## src/sv/acf_pkg.sv

```systemverilog
// Shared types, constants and codes of the audio segment crossfader.
package acf_pkg;

  localparam int SAMPLE_BITS      = 24;
  localparam int TAIL_DEPTH_DEF   = 4096;
  localparam int MAX_CHANNELS_DEF = 8;
  localparam int SINE_DEPTH_DEF   = 1024;

  localparam int CC_W       = 4;
  localparam int OVL_W      = 13;
  localparam int GSTEP_W    = 16;
  localparam int GAIN_W     = 17;
  localparam int GIDX_W     = 13;
  localparam int CFG_IDX_W  = 4;
  localparam int CFG_DATA_W = 16;

  localparam int QUEUE_DEPTH = 4;
  localparam int QC_W        = $clog2(QUEUE_DEPTH + 1);

  localparam logic [GAIN_W-1:0] UNITY_GAIN  = 17'd65536;
  localparam logic [GAIN_W-1:0] FADE_MAX    = 17'd131071;
  localparam logic [63:0]       HALF_PI_Q30 = 64'd1686629713;

  localparam logic [CC_W-1:0]    RST_CHANNELS = 4'd2;
  localparam logic [OVL_W-1:0]   RST_OVERLAP  = 13'd255;
  localparam logic [GSTEP_W-1:0] RST_STEP     = 16'd256;

  typedef enum logic [1:0] {
    PH_A    = 2'd0,
    PH_OVL  = 2'd1,
    PH_PASS = 2'd2,
    PH_DROP = 2'd3
  } phase_e;

  typedef enum logic [1:0] {
    ST_OK       = 2'd0,
    ST_SAT      = 2'd1,
    ST_SHORT    = 2'd2,
    ST_MISALIGN = 2'd3
  } status_e;

  typedef enum logic [CFG_IDX_W-1:0] {
    REG_CHANNELS = 4'd0,
    REG_OVERLAP  = 4'd1,
    REG_CURVE    = 4'd2,
    REG_STEP     = 4'd3
  } reg_e;

  // one classified request on its way to the mixer
  typedef struct packed {
    logic                          mix;
    logic                          use_tail;
    logic signed [SAMPLE_BITS-1:0] samp;
    logic signed [SAMPLE_BITS-1:0] tail;
    status_e                       code;
    logic                          last;
    logic                          curve;
    logic [GAIN_W-1:0]             gain;
    logic [GIDX_W-1:0]             gidx;
  } acf_entry_t;

endpackage

```

## src/sv/acf_queue.sv

```systemverilog
// Short request queue between the front end and the mixer.
module acf_queue (
  input  logic                     clk_i,
  input  logic                     rst_ni,
  input  logic                     push_i,
  input  acf_pkg::acf_entry_t      push_data_i,
  input  logic                     pop_i,
  output logic                     valid_o,
  output acf_pkg::acf_entry_t      head_o,
  output logic [acf_pkg::QC_W-1:0] count_o
);

  localparam int QP_W = $clog2(acf_pkg::QUEUE_DEPTH);

  acf_pkg::acf_entry_t       slot_q [acf_pkg::QUEUE_DEPTH];
  logic [QP_W-1:0]           wr_q, rd_q;
  logic [acf_pkg::QC_W-1:0]  cnt_q;
  logic                      do_pop;

  assign do_pop  = pop_i && (cnt_q != '0);
  assign valid_o = cnt_q != '0;
  assign head_o  = slot_q[rd_q];
  assign count_o = cnt_q;

  always_ff @(posedge clk_i or negedge rst_ni) begin
    if (!rst_ni) begin
      wr_q  <= '0;
      rd_q  <= '0;
      cnt_q <= '0;
    end else begin
      if (push_i) begin
        wr_q <= wr_q + QP_W'(1);
      end
      if (do_pop) begin
        rd_q <= rd_q + QP_W'(1);
      end
      case ({push_i, do_pop})
        2'b10:   cnt_q <= cnt_q + acf_pkg::QC_W'(1);
        2'b01:   cnt_q <= cnt_q - acf_pkg::QC_W'(1);
        default: cnt_q <= cnt_q;
      endcase
    end
  end

  always_ff @(posedge clk_i) begin
    if (push_i) begin
      slot_q[wr_q] <= push_data_i;
    end
  end

endmodule

```

## config.mk

```make
export PLATFORM = sky130hd
export DESIGN_NAME = acf_queue
export DESIGN_NICKNAME = d
export VERILOG_FILES = /design/src/sv/acf_pkg.sv /design/src/sv/acf_queue.sv
export SDC_FILE = /design/constraint.sdc
export NUM_CORES = 1
export LEC_CHECK = 0
export BUFFER_PORTS_ARGS = -buffer_cell sky130_fd_sc_hd__buf_2
export CORE_ASPECT_RATIO = 1.75
export CORE_MARGIN = 2
export CORE_UTILIZATION = 57
export DETAILED_ROUTE_END_ITERATION = 7
export GPL_TIMING_DRIVEN = 0
export PLACE_DENSITY_LB_ADDON = 0.1
export SLEW_MARGIN = 20
export SYNTH_ARGS = -nofsm -noshare
export SYNTH_HDL_FRONTEND = slang
export SYNTH_SLANG_ARGS = --single-unit
```

## constraint.sdc

```tcl
create_clock -name clk_i -period 3.47 [get_ports clk_i]
set_clock_uncertainty 0.15 [all_clocks]
set_input_delay 0 -clock clk_i [delete_from_list [all_inputs] [get_ports clk_i]]
set_output_delay 0 -clock clk_i [all_outputs]
set_load 0.01 [all_outputs]
```

* After elaboration in Yosys (flattened, before gate mapping)
Memories as Yosys holds them, arrays and structs flattened.
Cells that the tools add are included.
** Operators by class
- Mux-type cells :: 3
- Equal/unequal tests :: 2
- $add $sub $neg :: 4
- Reductions and logical operators :: 3
** Operator list (number)
- $pmux W3 S2 :: 1
- $add A2 B1 Y2 const B :: 2
- $add A3 B1 Y3 const B :: 1
- $reduce_bool A3 Y1 :: 1
- $sub A3 B1 Y3 const B :: 1
- $eq A2 B1 Y1 const B :: 1
- $eq A2 B2 Y1 const B :: 1
- $mux W1 :: 2
- $reduce_bool A2 Y1 :: 1
- $logic_and A1 B1 Y1 :: 1
** Storage, ports and cells
- RAM bits :: 336
- Input port bits :: 88
- Bits in registers :: 7
- Memories :: 1
- Output and inout bits :: 88
- Logic and storage cells :: 16
** Memory list
- slot_q :: words 4, width 84, rd ports 1, clocked after memory_dff 0, write ports 1, line acf_queue.sv:15 : acf_pkg::acf_entry_t slot_q [acf_pkg::QUEUE_DEPTH];

* Logic depth before layout (Yosys ltp)
- Word-level depth :: 4
- Mapped depth :: 7
- Gate-level depth less buffers :: 7

* Worst setup path after synthesis
OpenSTA, ideal clock, no wires.
- Kind :: reg2reg
- Start point :: reg wr_q[0]
- End point :: mem slot_q[0][0] (netlist bit) (enable)
- Buffers on the path :: 0
- Data arrival time :: 2.574 ns
- Setup time :: 0.451 ns
- Stages on the path, launching flop included :: 4
- Data required time :: 2.869 ns
- Path slack :: 0.295 ns
- Path through :: dfrtp_1 -> inv_1 -> ha_1 -> and2_1
** RTL lines
- start, declared :: line acf_queue.sv:16 : logic [QP_W-1:0] wr_q, rd_q;
- start signal, assigned :: line acf_queue.sv:32 : wr_q <= wr_q + QP_W'(1);
- end, declared :: line acf_queue.sv:15
No word-level cell before the write port.

==> results.py <==
metrics = {
    "timing": {
        "hold_viol": 0,
        "rsz0062_at_grt": "false",
        "fin_crit_ns": 2.24,
        "worst_pin_slew_ns": 0.704,
        "setup_ws_ns": 1.23,
        "setup_violations": 0,
        "timing.slew.headroom_pct": 53.1,
        "fmax_mhz": 447,
        "fin_crit_sh_pct": 64.5,
        "slew_violations": 0,
    },
    "finish": {
        "layout_common_cells": "336 x edfxtp_1, 181 x buf_2, 88 x dlygate4sd3_1",
        "fin_util_pct": 72.6,
        "stdcell_count": 1089,
        "area_growth_pct": 24.8,
        "final_common_cell": "edfxtp_1",
        "drive_above_1_share_pct": 40.5,
        "finalNetCount": 868,
    },
    "power_and_ir_drop": {
        "peakVddDrop_v": 0.000558,
        "sw_frac_of_total_pct": 28.4,
        "p_clk_share_pct": 23.8,
        "p_switching_uw": 3540,
        "combPwrFrac_pct": 31.1,
        "p_int_uw": 8900,
        "leakagePower_uw": 0.00546,
        "power.density_nw_per_um2": 794,
        "p_seq_share_pct": 45.1,
    },
    "setup_path": {
        "cp.required_ns": 3.32,
        "cpMostUsedCell": "buf_2",
        "cp-end-kind": "output port",
        "reg2reg_slack_ns": 1.35,
        "cp_max_fo": 10,
        "critPathBufInv": 3,
        "rr_worst_depth": 4,
        "path_class": "flip-flop to output port",
        "cp_cell_sequence": "buf_2 > buf_2 > mux4_2 > buf_2",
        "cp_data_arrival_time_ns": 2.09,
        "reg2reg_to": "slot_q[1][19]$_DFFE_PP_",
        "r2r_start": "wr_q[1]$_DFFE_PN0P_",
        "worst_path_max_delay_cell": "dfrtp_1",
        "startpoint_type": "flip-flop",
        "cp_top_family": "buffers and inverters",
        "max_stage_delay_ns": 0.38,
    },
    "die": {
        "coreArea_um2": 21600,
        "rows": 71,
        "dieHeight_um": 200,
        "io_pins": 176,
        "dieArea_um2": 23300,
        "fp.dieW_um": 116,
        "start_util_pct": 58.2,
    },
    "synth": {
        "yosysUniqueCellTypes": 20,
        "yosys_warnings": 0,
        "yosysSeqAreaShare_pct": 81.7,
        "ys_seq_elements": 343,
        "synth_cells": 475,
        "synth.avg_cell_area_um2": 26.4,
        "synth_nets": 569,
        "syn_area_um2": 12600,
    },
    "global_routing": {
        "grt_usage_pct": 20.6,
        "grt_antenna_before_repair": 1,
        "grt_pass1_vias": 6696,
        "grt_pass1_wl_mm": 36.0,
        "grt_max_degree": 44,
        "grt-ovfl-total": 0,
    },
    "placed_design": {
        "io_buffers": 175,
        "dp_hpwl_mm": 13.6,
        "gp_congestion": 0.751,
        "placed_cells": 947,
        "place_ws_ns": 1.32,
    },
    "job": {
        "maxCapViolations": 0,
    },
    "min_path": {
        "min_path_type": "input pin to flip-flop",
        "min_from": "push_data_i[73]",
        "min_path_cells": 2,
        "hold_path_end": "slot_q[3][73]$_DFFE_PP_",
    },
    "detailed_routing": {
        "wl_per_cell_um": 21.2,
        "dr_total_vias": 5920,
        "wirelength_mm": 23.1,
        "drt-vias-per-instance": 5.44,
        "ant_nets": 0,
        "drcViolationCount": 0,
        "firstDrtPassIters": 4,
        "drt_iter0_drc": 337,
    },
    "cts": {
        "cts_resized": 0,
        "post_cts_buffers": 0,
        "cts_tree": "done",
        "clk_latency_ns": 0.54,
        "numCtsBuffers": 29,
        "cts-root-buf": "clkbuf_16",
        "htreeDepth": 1,
        "clkTransAtPathRegs_ns": 0.06,
        "clock_sinks": 343,
        "cts_buffer_depth": 3,
    },
    "outcome": {
        "status": "complete, no violations",
    },
}
-- final cells by class --
type                       count  area, µm²
clock inverter                13       87.6
fill                        1283       5910
buffer                        19        183
antenna                        1       2.50
clock buffer                  40        767
inverter                       6       22.5
timing repair buffer         268       1880
tap                          292        365
sequential                   343      10300
multi-input combinational    107       2100
-- how the worst max path moves through the flow --
stage                                          to                 from  slack (ns)  depth (start not counted)
final                                  head_o[48]  rd_q[1]$_DFFE_PN0P_        1.23                          4
after detailed placement  slot_q[1][11]$_DFFE_PP_  wr_q[1]$_DFFE_PN0P_        1.32                          4
after CTS                              head_o[48]  rd_q[1]$_DFFE_PN0P_        1.16                          4
after global placement    slot_q[2][51]$_DFFE_PP_  wr_q[0]$_DFFE_PN0P_       -1.15                          3
after global routing                    head_o[7]  rd_q[1]$_DFFE_PN0P_        1.12                          3
after floorplan            slot_q[0][0]$_DFFE_PP_  wr_q[0]$_DFFE_PN0P_        0.29                          3
-- sequential cells by signal, summed over array words and instances (netlist names) --
signal,count
slot_q,336
rd_q,2
count_o,3
wr_q,2
-- metrics by stage --
step | hold slack [ns] | instance area, µm² | setup TNS, ns | total power [µW]
floorplan | -0.446 | 12600 | 0 | 8170
global placement | -0.313 | 13800 | -374.79 | 9500
detailed placement | -0.302 | 13900 | 0 | 9580
CTS | 0.0283 | 15700 | 0 | 12600
global route | 0.0451 | 15700 | 0 | 13000
finish | 0.0595 | 15700 | 0 | 12400
-- kinds of logic (layout without fill, tap and decap cells) --
kind of cell    after synthesis  after routing  synth area share (%)
flops                       343            343                  81.7
mux                          85             85                  15.1
buf+inv                      25            346                  1.63
simple gates                  8              8                 0.339
fa+ha+maj                     6              6                 0.657
xor+xnor                      6              6                 0.418
compound gates                2              2                 0.110
other cells                   0              1                     0
-- layer usage --
| metal | global-route usage (%) | vias up | share of wire [%] |
|---|---|---|---|
| li1 | - | 2645 | - |
| met1 | 24.0 | 3040 | 37 |
| met2 | 37.5 | 198 | 55 |
| met3 | 3.93 | 37 | 5.7 |
| met4 | 7.27 | 0 | 2.5 |
| met5 | 0 | - | 0 |
-- cells in the mapped netlist, drive strengths merged --
| master | instances | share of area (%) |
|---|---|---|
| nor2 | 1 | 0.030 |
| o21ai | 1 | 0.040 |
| xnor2 | 2 | 0.14 |
| buf | 19 | 1.5 |
| xor2 | 4 | 0.28 |
| mux4 | 84 | 15 |
| and2 | 4 | 0.20 |
| fa | 1 | 0.16 |
| dfrtp | 7 | 1.4 |
| inv | 6 | 0.18 |
| ha | 5 | 0.50 |
| mux2i | 1 | 0.080 |
| o31a | 1 | 0.070 |
| nand2 | 2 | 0.060 |
| edfxtp | 336 | 80 |
| or3 | 1 | 0.050 |
-- timing repair --
item	in CTS	in global routing
endpoints found under the setup margin	0	0
hold buffers	88	0
endpoints found under the hold margin	373	0
-- power groups by stage --
stage | Sequential, µW | Combinational [µW] | Clock, µW
after floorplan | 5690 | 2480 | 0
after global placement | 5760 | 3740 | 0
after detailed placement | 5700 | 3880 | 0
after CTS | 5610 | 3980 | 3040
after global routing | 5670 | 4190 | 3180
final | 5610 | 3870 | 2960
No activity file was read; power rests on OpenSTA's default activity.
